$ cat src/sv/phi_negacyclic_poly_mul_mod_q_assert.svh
// Assertion helpers for the phi negacyclic multiplier.
`ifndef PHI_NEGACYCLIC_POLY_MUL_MOD_Q_ASSERT_SVH
`define PHI_NEGACYCLIC_POLY_MUL_MOD_Q_ASSERT_SVH

// Same-cycle implication, checked on aclk while aresetn is high.
`define PNPM_ASSERT_IMP(lbl, ante, cons, msg) \
    lbl: assert property (@(posedge aclk) disable iff (!aresetn) (ante) |-> (cons)) \
        else $error(msg);

// Next-cycle implication, checked on aclk while aresetn is high.
`define PNPM_ASSERT_NEXT(lbl, ante, cons, msg) \
    lbl: assert property (@(posedge aclk) disable iff (!aresetn) (ante) |=> (cons)) \
        else $error(msg);

`endif

$ cat src/sv/pnpm_pkg.sv
`timescale 1ns / 1ps

package pnpm_pkg;

    localparam int DEGREE = 8;

    localparam int IN_W   = 13;
    localparam int COEF_W = 12;
    localparam int MUL_W  = 2 * COEF_W;

    localparam int S_TDATA_W = ((4 * IN_W + 7) / 8) * 8;
    localparam int M_TDATA_W = ((2 * COEF_W + 7) / 8) * 8;

    localparam longint unsigned MODQ_L   = 64'd3329;
    localparam longint unsigned DEGREE_L = 64'(DEGREE);

    localparam logic [COEF_W-1:0] MODQ   = COEF_W'(MODQ_L);
    localparam logic signed [IN_W:0] MODQ_S = (IN_W + 1)'(MODQ_L);

    // Counter covers loads, compute steps and the extra drain step.
    localparam int CNT_W = (DEGREE < 2) ? 1 : $clog2(DEGREE + 1);

    // An accumulator takes up to three reduced products per step for DEGREE steps.
    localparam longint unsigned ACC_MAX = 64'd3 * (MODQ_L - 64'd1) * (MODQ_L - 64'd1) * DEGREE_L;
    localparam int ACC_W = $clog2(ACC_MAX + 64'd1);

    // Barrett constants for the final reduction of an accumulator.
    localparam int BAR_S = ACC_W + COEF_W;
    localparam longint unsigned BAR_M_L = (64'd1 << BAR_S) / MODQ_L;
    localparam int M_W    = $clog2(BAR_M_L + 64'd1);
    localparam int PROD_W = ACC_W + M_W;
    localparam int QT_W   = PROD_W - BAR_S;
    localparam int T_W    = QT_W + COEF_W;
    localparam logic [M_W-1:0] BAR_M = M_W'(BAR_M_L);

    typedef logic [COEF_W-1:0] coef_t;
    typedef logic [ACC_W-1:0]  acc_t;
    typedef logic [MUL_W-1:0]  prod_t;

    typedef struct packed {
        coef_t phi;
        coef_t plain;
    } coef_pair_t;

    typedef struct packed {
        acc_t phi;
        acc_t plain;
    } acc_pair_t;

    typedef struct packed {
        logic y_load;
        logic y_rot;
        logic acc_clr;
        logic acc_add;
        logic acc_shift;
    } cell_ctrl_t;

    typedef struct packed {
        logic  valid;
        logic  last;
        coef_t plain;
        coef_t phi;
    } red_res_t;

    // Maps any 13-bit two's-complement value into 0..q-1.
    function automatic coef_t red_in(input logic [IN_W-1:0] v);
        logic signed [IN_W:0] w;
        logic signed [IN_W:0] r;
        begin
            w = signed'({v[IN_W-1], v});
            if (w < -MODQ_S) begin
                r = w + MODQ_S + MODQ_S;
            end else if (w < 0) begin
                r = w + MODQ_S;
            end else if (w >= MODQ_S) begin
                r = w - MODQ_S;
            end else begin
                r = w;
            end
            red_in = COEF_W'(r);
        end
    endfunction

    // Negation mod q of a reduced coefficient.
    function automatic coef_t mod_neg(input coef_t v);
        begin
            mod_neg = (v == '0) ? '0 : coef_t'(MODQ - v);
        end
    endfunction

endpackage

$ cat src/sv/pnpm_reduce.sv
`timescale 1ns / 1ps

module pnpm_reduce (
    input  logic                  aclk,
    input  logic                  aresetn,
    input  logic                  in_valid,
    input  logic                  in_last,
    input  pnpm_pkg::acc_pair_t   in_acc,
    output pnpm_pkg::red_res_t    res
);
    import pnpm_pkg::*;

    acc_t              a_in [2];
    acc_t              a1_reg [2];
    acc_t              a2_reg [2];
    logic [PROD_W-1:0] prod_reg [2];
    acc_t              t_reg [2];
    logic [T_W-1:0]    t_full [2];
    acc_t              r_diff [2];
    coef_t             r_fin [2];

    logic v1_reg, v2_reg, l1_reg, l2_reg;

    assign a_in[0] = in_acc.plain;
    assign a_in[1] = in_acc.phi;

    // Quotient estimate is at most one low, so one conditional subtract finishes.
    always_comb begin
        for (int l = 0; l < 2; l++) begin
            t_full[l] = T_W'(prod_reg[l][PROD_W-1:BAR_S]) * T_W'(MODQ);
            r_diff[l] = a2_reg[l] - t_reg[l];
            if (r_diff[l] >= ACC_W'(MODQ)) begin
                r_fin[l] = COEF_W'(r_diff[l] - ACC_W'(MODQ));
            end else begin
                r_fin[l] = COEF_W'(r_diff[l]);
            end
        end
    end

    always_ff @(posedge aclk) begin
        for (int l = 0; l < 2; l++) begin
            a1_reg[l]   <= a_in[l];
            prod_reg[l] <= PROD_W'(a_in[l]) * PROD_W'(BAR_M);
            a2_reg[l]   <= a1_reg[l];
            t_reg[l]    <= t_full[l][ACC_W-1:0];
        end
        l1_reg <= in_last;
        l2_reg <= l1_reg;
    end

    always_ff @(posedge aclk) begin
        if (!aresetn) begin
            v1_reg <= 1'b0;
            v2_reg <= 1'b0;
        end else begin
            v1_reg <= in_valid;
            v2_reg <= v1_reg;
        end
    end

    assign res.valid = v2_reg;
    assign res.last  = l2_reg;
    assign res.plain = r_fin[0];
    assign res.phi   = r_fin[1];

endmodule

$ cat config.mk
export PLATFORM = sky130hd
export DESIGN_NAME = pnpm_reduce
export DESIGN_NICKNAME = d
export VERILOG_FILES = /design/src/sv/phi_negacyclic_poly_mul_mod_q_assert.svh /design/src/sv/pnpm_pkg.sv /design/src/sv/pnpm_reduce.sv
export SDC_FILE = /design/constraint.sdc
export NUM_CORES = 2
export LEC_CHECK = 0
export ABC_CLOCK_PERIOD_IN_PS = 19990
export BUFFER_PORTS_ARGS = -buffer_cell sky130_fd_sc_hd__buf_2
export CORE_ASPECT_RATIO = 0.8
export CORE_UTILIZATION = 56
export CTS_BUF_LIST = sky130_fd_sc_hd__clkbuf_2
export DETAILED_ROUTE_END_ITERATION = 16
export PLACE_DENSITY = 0.79
export SKIP_LAST_GASP = 1
export SLEW_MARGIN = 15
export SYNTH_ARGS = -nofsm -noshare
export SYNTH_HDL_FRONTEND = slang
export SYNTH_SLANG_ARGS = --single-unit
export TNS_END_PERCENT = 100
$ cat constraint.sdc
create_clock -name aclk -period 19.99 [get_ports aclk]
set_input_delay 1.999 -clock aclk [delete_from_list [all_inputs] [get_ports aclk]]
set_output_delay 1.999 -clock aclk [all_outputs]
set_load 0.01 [all_outputs]
Yosys cells after proc, flatten, opt, wreduce, memory -nomap -nowiden --
Memories as Yosys holds them, arrays and structs flattened. Cells that the tools add are included.
Storage, ports and cells: register bits 4, bits in writable memories 276, input port bits 60, output and inout bits 26, logic and storage cells 20, memories 4
Memory list:
- prod_reg | words 2, bits a word 54, read ports 2, clocked after Yosys merged registers in 0, write ports 2, line pnpm_reduce.sv:16 | logic [PROD_W-1:0] prod_reg [2];
- a1_reg | words 2, bits a word 28, read ports 2, clocked after Yosys merged registers in 0, write ports 2, line pnpm_reduce.sv:14 | acc_t a1_reg [2];
- a2_reg | words 2, bits a word 28, read ports 2, clocked after Yosys merged registers in 0, write ports 2, line pnpm_reduce.sv:15 | acc_t a2_reg [2];
- t_reg | words 2, bits a word 28, read ports 2, clocked after Yosys merged registers in 0, write ports 2, line pnpm_reduce.sv:17 | acc_t t_reg [2];
Cells by class: add/sub/neg operators 4, $mul 4, magnitude comparators 2, mux-type cells 2
Operators by type and width (number):
- $mul A28 B26 Y54 const B | 2
- $ge A28 B12 Y1 const B | 2
- $mul A17 B12 Y28 const B | 2
- $sub A28 B28 Y28 | 2
- $mux W12 | 2
- $sub A12 B12 Y12 const B | 2

Longest topological paths before layout --
An unclocked memory read counts as a cell.
depth in word-level cells 4, depth in mapped cells 25, gate-level depth less buffers 25

Worst setup path before layout --
No wires, ideal clock.
path kind input-to-reg, from input in_acc[49] in the netlist's numbering, to memory prod_reg[0][107] in the netlist's numbering, library setup time 0.127 ns, arrival time 8.374 ns, required time 19.863 ns, slack 11.489 ns, stages on the path 23, path buffers 0, path through inv_1 fa_1 fa_1 fa_1 fa_1 inv_1 fa_1 fa_1 inv_1 fa_1 inv_1 ha_1 a211oi_1 o21ai_0 a311o_1 o31ai_1 a31oi_1 o21a_1 a41o_1 a211o_1 o31a_1 a221oi_1 xnor2_1
RTL lines:
- start, declared | line pnpm_reduce.sv:8 | input pnpm_pkg::acc_pair_t in_acc,
- end, declared | line pnpm_reduce.sv:16

==> flow_summary.toml <==
[clock_tree]
cts_tree = "done"
clk_pin_slew_worst_paths_ns = 0.12
cts_hold_buffers = 0
tritoncts.num_buffers = 55
cts_buffer_depth = 3
cts-resized-gates = 0
htree_num_levels = 2
cts.sink_count = 206
cts_root_buffer = "clkbuf_2"
post_cts_buffers = 0
worst_skew_pair.late_latency_ns = 1.05

[timing]
fin_crit_sh_pct = 43.14
setup_viol = 0
finalSetupTns_ns = 0
slew_headroom_pct = 47.58
hold_ws_ns = 0.3054
skew_ns = 0.07599
slew_viol_final = 0
max_freq_ghz = 0.1160
period_needed_ns = 8.624
hold_viol = 0
fin_ws_ns = 11.37
worst_pin_slew_ns = 0.7811
rsz0062_at_grt = "no"

[drt]
drc_errors = 2
finalWirelength_um = 96650
vias = 26397
wire_per_inst_um = 19.25
ant_nets = 0
drtPass1Iterations = 11
drt-initial-drc-count = 1935
viasPerCell = 5.258

[grt]
grt_pass1_vias = 27624
grt_pass1_wl_um = 154200
overflow = 0
grtUsageTotal_pct = 28.64
antenna_found_initial = 9
grt_max_degree = 15

[layout]
drive_gt1_share_pct = 4.647
n_fill_cell = 5714
multi_input_area_um2 = 29700
nets = 5588
seqCellArea_um2 = 4124
syn_to_final_growth_pct = 5.350

[floorplanning]
pin_count = 86
core_area_um2 = 68760
rows = 86
die_w_um = 296.7
die_area_um2 = 70560
chipHeight_um = 237.8
start_util_pct = 56.60

[run_status]
status = "complete, but fails checks"
violations = "design-rule violations"

[critical_path]
crit_path_max_fanout = 7
r2r_cells = 20
crit_top_cell = "fa_1"
path_class = "primary input to flop"
cp.required_ns = 20.83
reg2reg_slack_ns = 14.87
end_kind = "flop"
rr_endpoint = "t_reg[0][55]$_DFF_P_"
slowest_stage = "fa_1"
r2r_start = "prod_reg[0][93]$_DFF_P_"
cp-start-kind = "primary input"
crit_arrival_ns = 9.47
slowest_delay_ns = 0.55

[min_path]
hp-start = "a1_reg[0][45]$_DFF_P_"
hold_depth = 0
whs_endpoint = "a2_reg[0][45]$_DFF_P_"
hp-class = "flop to flop"

[yosys]
synth_seq_area_share_pct = 10.60
ys_ff_latch = 206
syn-num-nets = 5470
async_flop_share_pct = 0
synth_ff_type = "dfxtp_1"
syn_area_um2 = 38920
ys_types = 75
yosys_warnings = 0
synth-edff-count = 0
synth_cells = 3926
syn_avg_cell_area_um2 = 9.912

[flow_run]
maxCapViolCount = 0

[placement]
dpl.hpwl_um = 86510
pre_cts_slack_ns = 10.48
gp_congestion = 1.078
portBuffers = 85
area by class of cell:
type                       instances  area share [%]
multi-input combinational       2367           72.44
clock buffer                      68          0.8301
antenna                            7         0.04273
sequential                       206           10.06
timing repair buffer              85           1.038
inverter                        1329           12.17
clock inverter                    34          0.6043
tap                              924           2.820
cells in the mapped netlist, types with 5 or more instances:
| library cell | n | area [um^2] |
|---|---|---|
| o21bai_1 | 17 | 127.6 |
| ha_1 | 754 | 9434 |
| xor2_1 | 47 | 411.6 |
| and4_1 | 6 | 52.55 |
| o21ai_0 | 56 | 280.3 |
| nand4_1 | 22 | 137.6 |
| inv_1 | 1329 | 4989 |
| o31a_1 | 11 | 96.34 |
| nand2_1 | 75 | 281.5 |
| and3_1 | 15 | 93.84 |
| nand2b_1 | 7 | 43.79 |
| a211oi_1 | 16 | 120.1 |
| and2_1 | 6 | 37.54 |
| mux2i_1 | 5 | 50.05 |
| nor2_1 | 96 | 360.4 |
| o2111ai_1 | 9 | 78.83 |
| o21a_1 | 24 | 180.2 |
| o211ai_1 | 15 | 112.6 |
| a21boi_0 | 9 | 67.56 |
| dfxtp_1 | 206 | 4124 |
| a41oi_1 | 5 | 43.79 |
| a21o_1 | 66 | 495.5 |
| nor2b_1 | 12 | 75.07 |
| nor4_1 | 7 | 43.79 |
| nand3_1 | 39 | 195.2 |
| or2_2 | 6 | 37.54 |
| clkbuf_1 | 21 | 78.83 |
| xnor2_1 | 85 | 744.5 |
| nor3_1 | 31 | 155.2 |
| a31oi_1 | 7 | 43.79 |
| a21oi_1 | 104 | 520.5 |
| fa_1 | 730 | 14610 |
| a221oi_1 | 6 | 52.55 |
| o31ai_1 | 8 | 60.06 |
cell families (layout without fill, tap and decap cells):
logic type      Yosys count  in the layout  share of synthesized area (%)
buf+inv                1353           1516                          13.09
fa+ha+maj              1484           1484                          61.79
compound gates          396            396                          6.906
mux                       7              7                         0.1865
xor+xnor                132            132                          2.971
simple gates            348            348                          4.456
other cells               0              7                              0
flops                   206            206                          10.60
metrics by stage:
step / util, % / area, um^2 / cells
floorplan: - / 38920 / 3926
finish: 59.63 / 41000 / 5020
global placement: 58.75 / 40390 / 4911
detailed placement: 58.75 / 40390 / 4911
global route: 59.62 / 41000 / 5019
CTS: 59.60 / 40980 / 5013
layer usage:
metal	vias up	GRT usage [%]	part of all wire (%)
li1	12302	-	-
met1	13006	42.69	46
met2	989	40.85	41
met3	100	9.113	11
met4	0	5.150	1.5
met5	-	0	0
how the worst max path moves through the flow:
| stage | startpoint | cells past startpoint | slack (ns) | to |
|---|---|---|---|---|
| after floorplan | in_acc[49] | 23 | 11.49 | prod_reg[0][107]$_DFF_P_ |
| after global placement | in_acc[51] | 26 | 10.54 | prod_reg[0][107]$_DFF_P_ |
| after detailed placement | in_acc[51] | 26 | 10.48 | prod_reg[0][106]$_DFF_P_ |
| after CTS | in_acc[51] | 26 | 11.48 | prod_reg[0][106]$_DFF_P_ |
| after global routing | in_acc[51] | 26 | 11.10 | prod_reg[0][106]$_DFF_P_ |
| final | in_acc[51] | 26 | 11.37 | prod_reg[0][106]$_DFF_P_ |
worst max-delay path: cells and delay by family:
kind / cells / cell delay, ns
fa+ha+maj: 8 / 3.91
compound gates: 7 / 1.88
simple gates: 3 / 0.80
buf+inv: 7 / 0.72
xor+xnor: 1 / 0.14
layout by cell type (no fill, tap or decap), drive strengths merged, types with 66 or more instances in the layout:
| cell | n |
|---|---|
| nand2 | 77 |
| a21o | 66 |
| buf | 85 |
| a21oi | 104 |
| inv | 1330 |
| clkbuf | 68 |
| nor2 | 96 |
| dfxtp | 206 |
| xnor2 | 85 |
| fa | 730 |
| ha | 754 |
Power is left out: the tool's default activity adds up to more than one toggle a clock period on the data nets, which glitch-free logic cannot reach.
