[config.mk]
export PLATFORM = sky130hd
export DESIGN_NAME = pnpm_cell
export DESIGN_NICKNAME = d
export VERILOG_FILES = /design/src/sv/phi_negacyclic_poly_mul_mod_q_assert.svh /design/src/sv/pnpm_pkg.sv /design/src/sv/pnpm_cell.sv
export SDC_FILE = /design/constraint.sdc
export NUM_CORES = 2
export LEC_CHECK = 0
export BUFFER_PORTS_ARGS = -buffer_cell sky130_fd_sc_hd__buf_4
export CORE_ASPECT_RATIO = 1.5
export CORE_MARGIN = 2
export CORE_UTILIZATION = 40
export CTS_CLUSTER_SIZE = 24
export DETAILED_ROUTE_END_ITERATION = 16
export GPL_TIMING_DRIVEN = 0
export PLACE_DENSITY = 0.67
export RECOVER_POWER = 50
export SLEW_MARGIN = 20
export SYNTH_ARGS = -nofsm -noshare
export SYNTH_HDL_FRONTEND = slang
export SYNTH_SLANG_ARGS = --single-unit
[constraint.sdc]
create_clock -name aclk -period 5.1 [get_ports aclk]
set_input_delay 0.51 -clock aclk [delete_from_list [all_inputs] [get_ports aclk]]
set_output_delay 0.51 -clock aclk [all_outputs]
set_load 0.05 [all_outputs]
[src/sv/phi_negacyclic_poly_mul_mod_q_assert.svh]
// Assertion helpers for the phi negacyclic multiplier.
`ifndef PHI_NEGACYCLIC_POLY_MUL_MOD_Q_ASSERT_SVH
`define PHI_NEGACYCLIC_POLY_MUL_MOD_Q_ASSERT_SVH

// Same-cycle implication, checked on aclk while aresetn is high.
`define PNPM_ASSERT_IMP(lbl, ante, cons, msg) \
    lbl: assert property (@(posedge aclk) disable iff (!aresetn) (ante) |-> (cons)) \
        else $error(msg);

// Next-cycle implication, checked on aclk while aresetn is high.
`define PNPM_ASSERT_NEXT(lbl, ante, cons, msg) \
    lbl: assert property (@(posedge aclk) disable iff (!aresetn) (ante) |=> (cons)) \
        else $error(msg);

`endif

[src/sv/pnpm_pkg.sv]
`timescale 1ns / 1ps

package pnpm_pkg;

    localparam int DEGREE = 8;

    localparam int IN_W   = 13;
    localparam int COEF_W = 12;
    localparam int MUL_W  = 2 * COEF_W;

    localparam int S_TDATA_W = ((4 * IN_W + 7) / 8) * 8;
    localparam int M_TDATA_W = ((2 * COEF_W + 7) / 8) * 8;

    localparam longint unsigned MODQ_L   = 64'd3329;
    localparam longint unsigned DEGREE_L = 64'(DEGREE);

    localparam logic [COEF_W-1:0] MODQ   = COEF_W'(MODQ_L);
    localparam logic signed [IN_W:0] MODQ_S = (IN_W + 1)'(MODQ_L);

    // Counter covers loads, compute steps and the extra drain step.
    localparam int CNT_W = (DEGREE < 2) ? 1 : $clog2(DEGREE + 1);

    // An accumulator takes up to three reduced products per step for DEGREE steps.
    localparam longint unsigned ACC_MAX = 64'd3 * (MODQ_L - 64'd1) * (MODQ_L - 64'd1) * DEGREE_L;
    localparam int ACC_W = $clog2(ACC_MAX + 64'd1);

    // Barrett constants for the final reduction of an accumulator.
    localparam int BAR_S = ACC_W + COEF_W;
    localparam longint unsigned BAR_M_L = (64'd1 << BAR_S) / MODQ_L;
    localparam int M_W    = $clog2(BAR_M_L + 64'd1);
    localparam int PROD_W = ACC_W + M_W;
    localparam int QT_W   = PROD_W - BAR_S;
    localparam int T_W    = QT_W + COEF_W;
    localparam logic [M_W-1:0] BAR_M = M_W'(BAR_M_L);

    typedef logic [COEF_W-1:0] coef_t;
    typedef logic [ACC_W-1:0]  acc_t;
    typedef logic [MUL_W-1:0]  prod_t;

    typedef struct packed {
        coef_t phi;
        coef_t plain;
    } coef_pair_t;

    typedef struct packed {
        acc_t phi;
        acc_t plain;
    } acc_pair_t;

    typedef struct packed {
        logic y_load;
        logic y_rot;
        logic acc_clr;
        logic acc_add;
        logic acc_shift;
    } cell_ctrl_t;

    typedef struct packed {
        logic  valid;
        logic  last;
        coef_t plain;
        coef_t phi;
    } red_res_t;

    // Maps any 13-bit two's-complement value into 0..q-1.
    function automatic coef_t red_in(input logic [IN_W-1:0] v);
        logic signed [IN_W:0] w;
        logic signed [IN_W:0] r;
        begin
            w = signed'({v[IN_W-1], v});
            if (w < -MODQ_S) begin
                r = w + MODQ_S + MODQ_S;
            end else if (w < 0) begin
                r = w + MODQ_S;
            end else if (w >= MODQ_S) begin
                r = w - MODQ_S;
            end else begin
                r = w;
            end
            red_in = COEF_W'(r);
        end
    endfunction

    // Negation mod q of a reduced coefficient.
    function automatic coef_t mod_neg(input coef_t v);
        begin
            mod_neg = (v == '0) ? '0 : coef_t'(MODQ - v);
        end
    endfunction

endpackage

[src/sv/pnpm_cell.sv]
`timescale 1ns / 1ps

module pnpm_cell (
    input  logic                   aclk,
    input  pnpm_pkg::cell_ctrl_t   ctrl,
    input  pnpm_pkg::coef_pair_t   x_bc,
    input  pnpm_pkg::coef_pair_t   y_from_up,
    input  pnpm_pkg::coef_pair_t   y_from_down,
    input  pnpm_pkg::acc_pair_t    acc_from_up,
    output pnpm_pkg::coef_pair_t   y_out,
    output pnpm_pkg::acc_pair_t    acc_out
);
    import pnpm_pkg::*;

    coef_pair_t y_reg, y_next;
    prod_t      pp_reg, ff_reg, pf_reg, fp_reg;
    prod_t      pp_next, ff_next, pf_next, fp_next;
    acc_pair_t  acc_reg, acc_next;

    always_comb begin
        if (ctrl.y_load) begin
            y_next = y_from_up;
        end else if (ctrl.y_rot) begin
            y_next = y_from_down;
        end else begin
            y_next = y_reg;
        end
    end

    assign pp_next = MUL_W'(x_bc.plain) * MUL_W'(y_reg.plain);
    assign ff_next = MUL_W'(x_bc.phi)   * MUL_W'(y_reg.phi);
    assign pf_next = MUL_W'(x_bc.plain) * MUL_W'(y_reg.phi);
    assign fp_next = MUL_W'(x_bc.phi)   * MUL_W'(y_reg.plain);

    // The plain part gets xp*yp + xf*yf, the phi part xp*yf + xf*yp + xf*yf.
    always_comb begin
        if (ctrl.acc_clr) begin
            acc_next = '0;
        end else if (ctrl.acc_shift) begin
            acc_next = acc_from_up;
        end else if (ctrl.acc_add) begin
            acc_next.plain = acc_reg.plain + ACC_W'(pp_reg) + ACC_W'(ff_reg);
            acc_next.phi   = acc_reg.phi + ACC_W'(pf_reg) + ACC_W'(fp_reg) + ACC_W'(ff_reg);
        end else begin
            acc_next = acc_reg;
        end
    end

    always_ff @(posedge aclk) begin
        y_reg   <= y_next;
        pp_reg  <= pp_next;
        ff_reg  <= ff_next;
        pf_reg  <= pf_next;
        fp_reg  <= fp_next;
        acc_reg <= acc_next;
    end

    assign y_out   = y_reg;
    assign acc_out = acc_reg;

endmodule

### After elaboration in Yosys (flattened, before gate mapping)

Index checks and enable logic that the tools add are counted.
Widths: inputs -> output; s select.

| word-level totals | value |
|---|---|
| register bits after elaboration | 176 |
| bits of input ports | 134 |
| word-level logic and storage cells | 23 |

| operators by class | value |
|---|---|
| $add $sub $neg | 5 |
| $mul | 4 |
| multiplexer cells | 4 |
| reductions and logical operators | 2 |

Operator list:

| operator | number |
|---|---|
| $add 28x24->28 | 5 |
| $mux 56 | 2 |
| $mul 12x12->24 | 4 |
| $mux 24 | 2 |
| $reduce_bool 2->1 | 2 |

### Longest topological paths before layout

| depth | value |
|---|---|
| depth after elaboration | 5 |
| gate-level depth with buffers | 21 |

### Worst setup path before layout

OpenSTA, ideal clock, no wires.

| path | value |
|---|---|
| path type | reg2reg |
| start | register y_reg (netlist bit y_out[3]) |
| end | register pp_reg[21] |
| library setup time | 0.079 ns |
| arrival | 5.483 ns |
| setup slack | -0.462 ns |
| stages on the path, launching flop included | 19 |
| path buffers | 1 |
| clock period less this slack | 5.562 ns |
| cells stage by stage | edfxtp_1 > clkbuf_1 > nand2_1 > fa_1 > fa_1 > fa_1 > inv_1 > fa_1 > inv_1 > fa_1 > inv_1 > ha_1 > a21oi_1 > o21a_1 > o22ai_1 > a211o_1 > a221o_1 > a2111o_1 > o211ai_1 |

| on the way | value |
|---|---|
| longest elaborated chain between the ends | 1 |

Ends and longest elaborated chain:

| element | RTL line | RTL |
|---|---|---|
| from (decl) | pnpm_cell.sv:15 | `coef_pair_t y_reg, y_next;` |
| from (signal assigned) | pnpm_cell.sv:50 | `y_reg <= y_next;` |
| $mul 12x12->24 | pnpm_cell.sv:30 | `assign pp_next = MUL_W'(x_bc.plain) * MUL_W'(y_reg.plain);` |
| net pp_next[21] | pnpm_cell.sv:17 | `prod_t pp_next, ff_next, pf_next, fp_next;` |
| to (signal assigned) | pnpm_cell.sv:51 | `pp_reg <= pp_next;` |
| to (decl) | pnpm_cell.sv:16 | `prod_t pp_reg, ff_reg, pf_reg, fp_reg;` |

The timed path passes the listed nets, and every way through them passes these cells.
A chain may end at the register's enable or synchronous reset.

### Worst setup path in the final report

| path | value |
|---|---|
| start | register y_reg (netlist bit y_out[20]) |
| end | register pf_reg[20] |

| on the way | value |
|---|---|
| longest elaborated chain between the ends | 1 |

Ends and longest elaborated chain:

| element | RTL line | RTL |
|---|---|---|
| $mul 12x12->24 | pnpm_cell.sv:32 | `assign pf_next = MUL_W'(x_bc.plain) * MUL_W'(y_reg.phi);` |
| net pf_next[20] | pnpm_cell.sv:17 |  |
| to (signal assigned) | pnpm_cell.sv:53 | `pf_reg <= pf_next;` |
| to (decl) | pnpm_cell.sv:16 |  |

The timed path passes the listed nets, and every way through them passes these cells.

==> metrics.yaml <==
rows: 120
netlist_top_cells_count: "578 x inv_1, 473 x fa_1, 414 x nand2_1"
critPathCapture: "pf_reg[20]$_DFF_P_"
worstSetupStartpoint: "y_out[20]$_DFFE_PP_"
globalplace.congestion: 0.982
syn-cell-area_sq_um: 28700
areaGrowthSynthToFinish_pct: 20.2
drt-total-wl_microns: 103000
synth.most_common_cell: "inv_1"
overflow: 0
synth_nets: 4148
synth-async-reset-ratio: 0
synth_adder_area_share: 0.461
fillers: 6801
cp_max_fo: 5
slew_headroom: -0.173
hold_violations: 0
synthSimpleGateAreaFrac: 0.161
cts_root_buf: "clkbuf_16"
cts.sinks: 176
rsz0062_at_grt: "true"
synth_cells: 3242
largest_reg_flops: 56
cap_violations: 1
synth_ff_type: "dfxtp_1"
htreeDepth: 4
avgSynthCellArea_sq_um: 8.85
crit_type: "reg2reg"
cp_data_arrival_time_ns: 5.90
wl_met1_microns: 37300
worst_pin_slew_ns: 1.76
synth_top_family_by_area: "adder cells"
outcome: "finished, violations left"
period_needed_ns: 5.45
r2r_setup_slack_ns: -0.35
fmax_ghz: 0.183
io_buffer_count: 211
grt_pass1_vias: 26152
fp.coreArea_sq_um: 71200
dieHeight_microns: 332
synth-seq-area-share: 0.131
fin_crit_sh: 1.07
synth_compound_area_frac: 0.111
synth_xor_area_frac: 0.0250
clock_path_buffers: 2
worstRegToRegCells: 19
pre_cts_ws_ns: -1.62
track_usage: 0.282
crit_path_end_kind: "flip-flop"
dieArea_sq_um: 73900
clk_pin_slew_ns: 0.09
synth_top_area_frac: 0.330
drtIter0Drc: 1575
r2r_start: "y_out[20]$_DFFE_PP_"
wl_met2_microns: 50700
start_util: 0.403
synth_mux_area_frac: 0.0147
cts_tree: "yes"
insertion_delay_ns: 0.51
violations: "max-capacitance violations, max-slew violations, negative setup slack"
ys_warn_count: 0
hold_class: "in2reg"
setup_ws_ns: -0.353
grt_max_degree: 25
slew_viol_final: 25
startpoint_type: "flip-flop"
antenna_found_initial: 10
drt_first_pass_iters: 6
io_pins: 214
viasPerCell: 5.44
dpl.hpwl_microns: 82400
worst_hold_slack_ns: 0.234
reg2reg_to: "pf_reg[20]$_DFF_P_"
synth_area_leader_cell: "fa_1"
wl_per_cell_microns: 22.7
final_core_util: 0.484
cp.required_ns: 5.54
finalSetupTns_ns: -5.24
highest-signal-layer: "met5"
drive_gt1_frac: 0.169
vias: 24681
die_w_microns: 223
synth_area_leaders: "fa_1 33%, ha_1 13%, dfxtp_1 11%"
routed-wl-met3_microns: 6290
clock_skew_ns: 0.0175
synth_edf_count: 24
ys_types: 76
ant_nets: 0
numCtsBuffers: 17
ys_ff_latch: 176
setup_violations: 29
fin_nets: 4510
grt_pass1_wl_microns: 155000
drc: 0
## timing repair
| item | CTS | global route |
|---|---|---|
| endpoints found under the setup margin | 53 | 38 |
| hold buffers | 0 | 0 |
| resized for setup | 236 | 136 |
| buffers inserted | 97 | 40 |
| gates cloned | 2 | 0 |
| pin swaps | 60 | 66 |
## metal layers
metal / vias to the layer above / track usage
li1: 11062 / -
met1: 12266 / 0.307
met2: 988 / 0.496
met3: 351 / 0.0503
met4: 14 / 0.198
met5: - / 0
## per-stage QoR
step / cell area [sq um] / std cells
6_report: 34500 / 4536
3_5_place_dp: 31700 / 4368
5_1_grt: 34500 / 4533
4_1_cts: 34100 / 4496
2_1_floorplan: 29000 / 3242
3_3_place_gp: 31700 / 4368
## cell families after synthesis
family | Yosys count
flops | 176
buf+inv | 737
fa+ha+maj | 772
mux | 39
simple gates | 954
xor+xnor | 82
compound gates | 482
## final cells by class
cell class | instances | area (sq um) | share of cell area
tap | 915 | 1140 | 0.0332
inverter | 579 | 2170 | 0.0630
multi-input combinational | 2329 | 23200 | 0.673
clock buffer | 17 | 425 | 0.0123
antenna | 4 | 10.0 | 0.000290
sequential | 176 | 3760 | 0.109
clock inverter | 15 | 220 | 0.00639
buffer | 154 | 1070 | 0.0310
timing repair buffer | 347 | 2480 | 0.0719
## placed cells by master (no fill, tap or decap), types with 45 or more instances in the layout
| master | instances |
|---|---|
| xnor2_1 | 45 |
| o21ai_0 | 57 |
| ha_1 | 273 |
| dfxtp_1 | 152 |
| and2_1 | 210 |
| nor2_1 | 109 |
| inv_1 | 559 |
| clkbuf_1 | 140 |
| a21o_1 | 52 |
| a21oi_1 | 120 |
| buf_4 | 242 |
| nand2_1 | 397 |
| fa_1 | 455 |
## worst max-delay path, stage by stage, from the launching register on
cell and delay (ns):
edfxtp_1 0.50, buf_6 0.17, and2_4 0.13, fa_1 0.58, inv_2 0.05, fa_1 0.53
inv_1 0.05, fa_1 0.45, fa_1 0.49, inv_1 0.05, fa_1 0.49, inv_2 0.05
ha_4 0.16, or4_4 0.52, o21ai_4 0.09, a211oi_4 0.07, o211ai_2 0.29, a31oi_4 0.16
or4_1 0.44, nand3_2 0.10
## worst min-delay path by stage
stage / from / endpoint / slack (ns) / cells after the start
6_report: acc_from_up[54] / acc_out[54]$_SDFFE_PP0P_ / 0.23 / 2
5_1_grt: acc_from_up[37] / acc_out[37]$_SDFFE_PP0P_ / 0.24 / 3
4_1_cts: acc_from_up[0] / acc_out[0]$_SDFFE_PP0P_ / 0.22 / 3
3_5_place_dp: acc_out[27]$_SDFFE_PP0P_ / acc_out[27]$_SDFFE_PP0P_ / 0.51 / 2
3_3_place_gp: acc_out[27]$_SDFFE_PP0P_ / acc_out[27]$_SDFFE_PP0P_ / 0.50 / 2
2_1_floorplan: x_bc[12] / ff_reg[0]$_DFF_P_ / 0.64 / 1
Power is not shown: default switching activity piles up to over one toggle a cycle in this logic, so the estimate is an artifact.
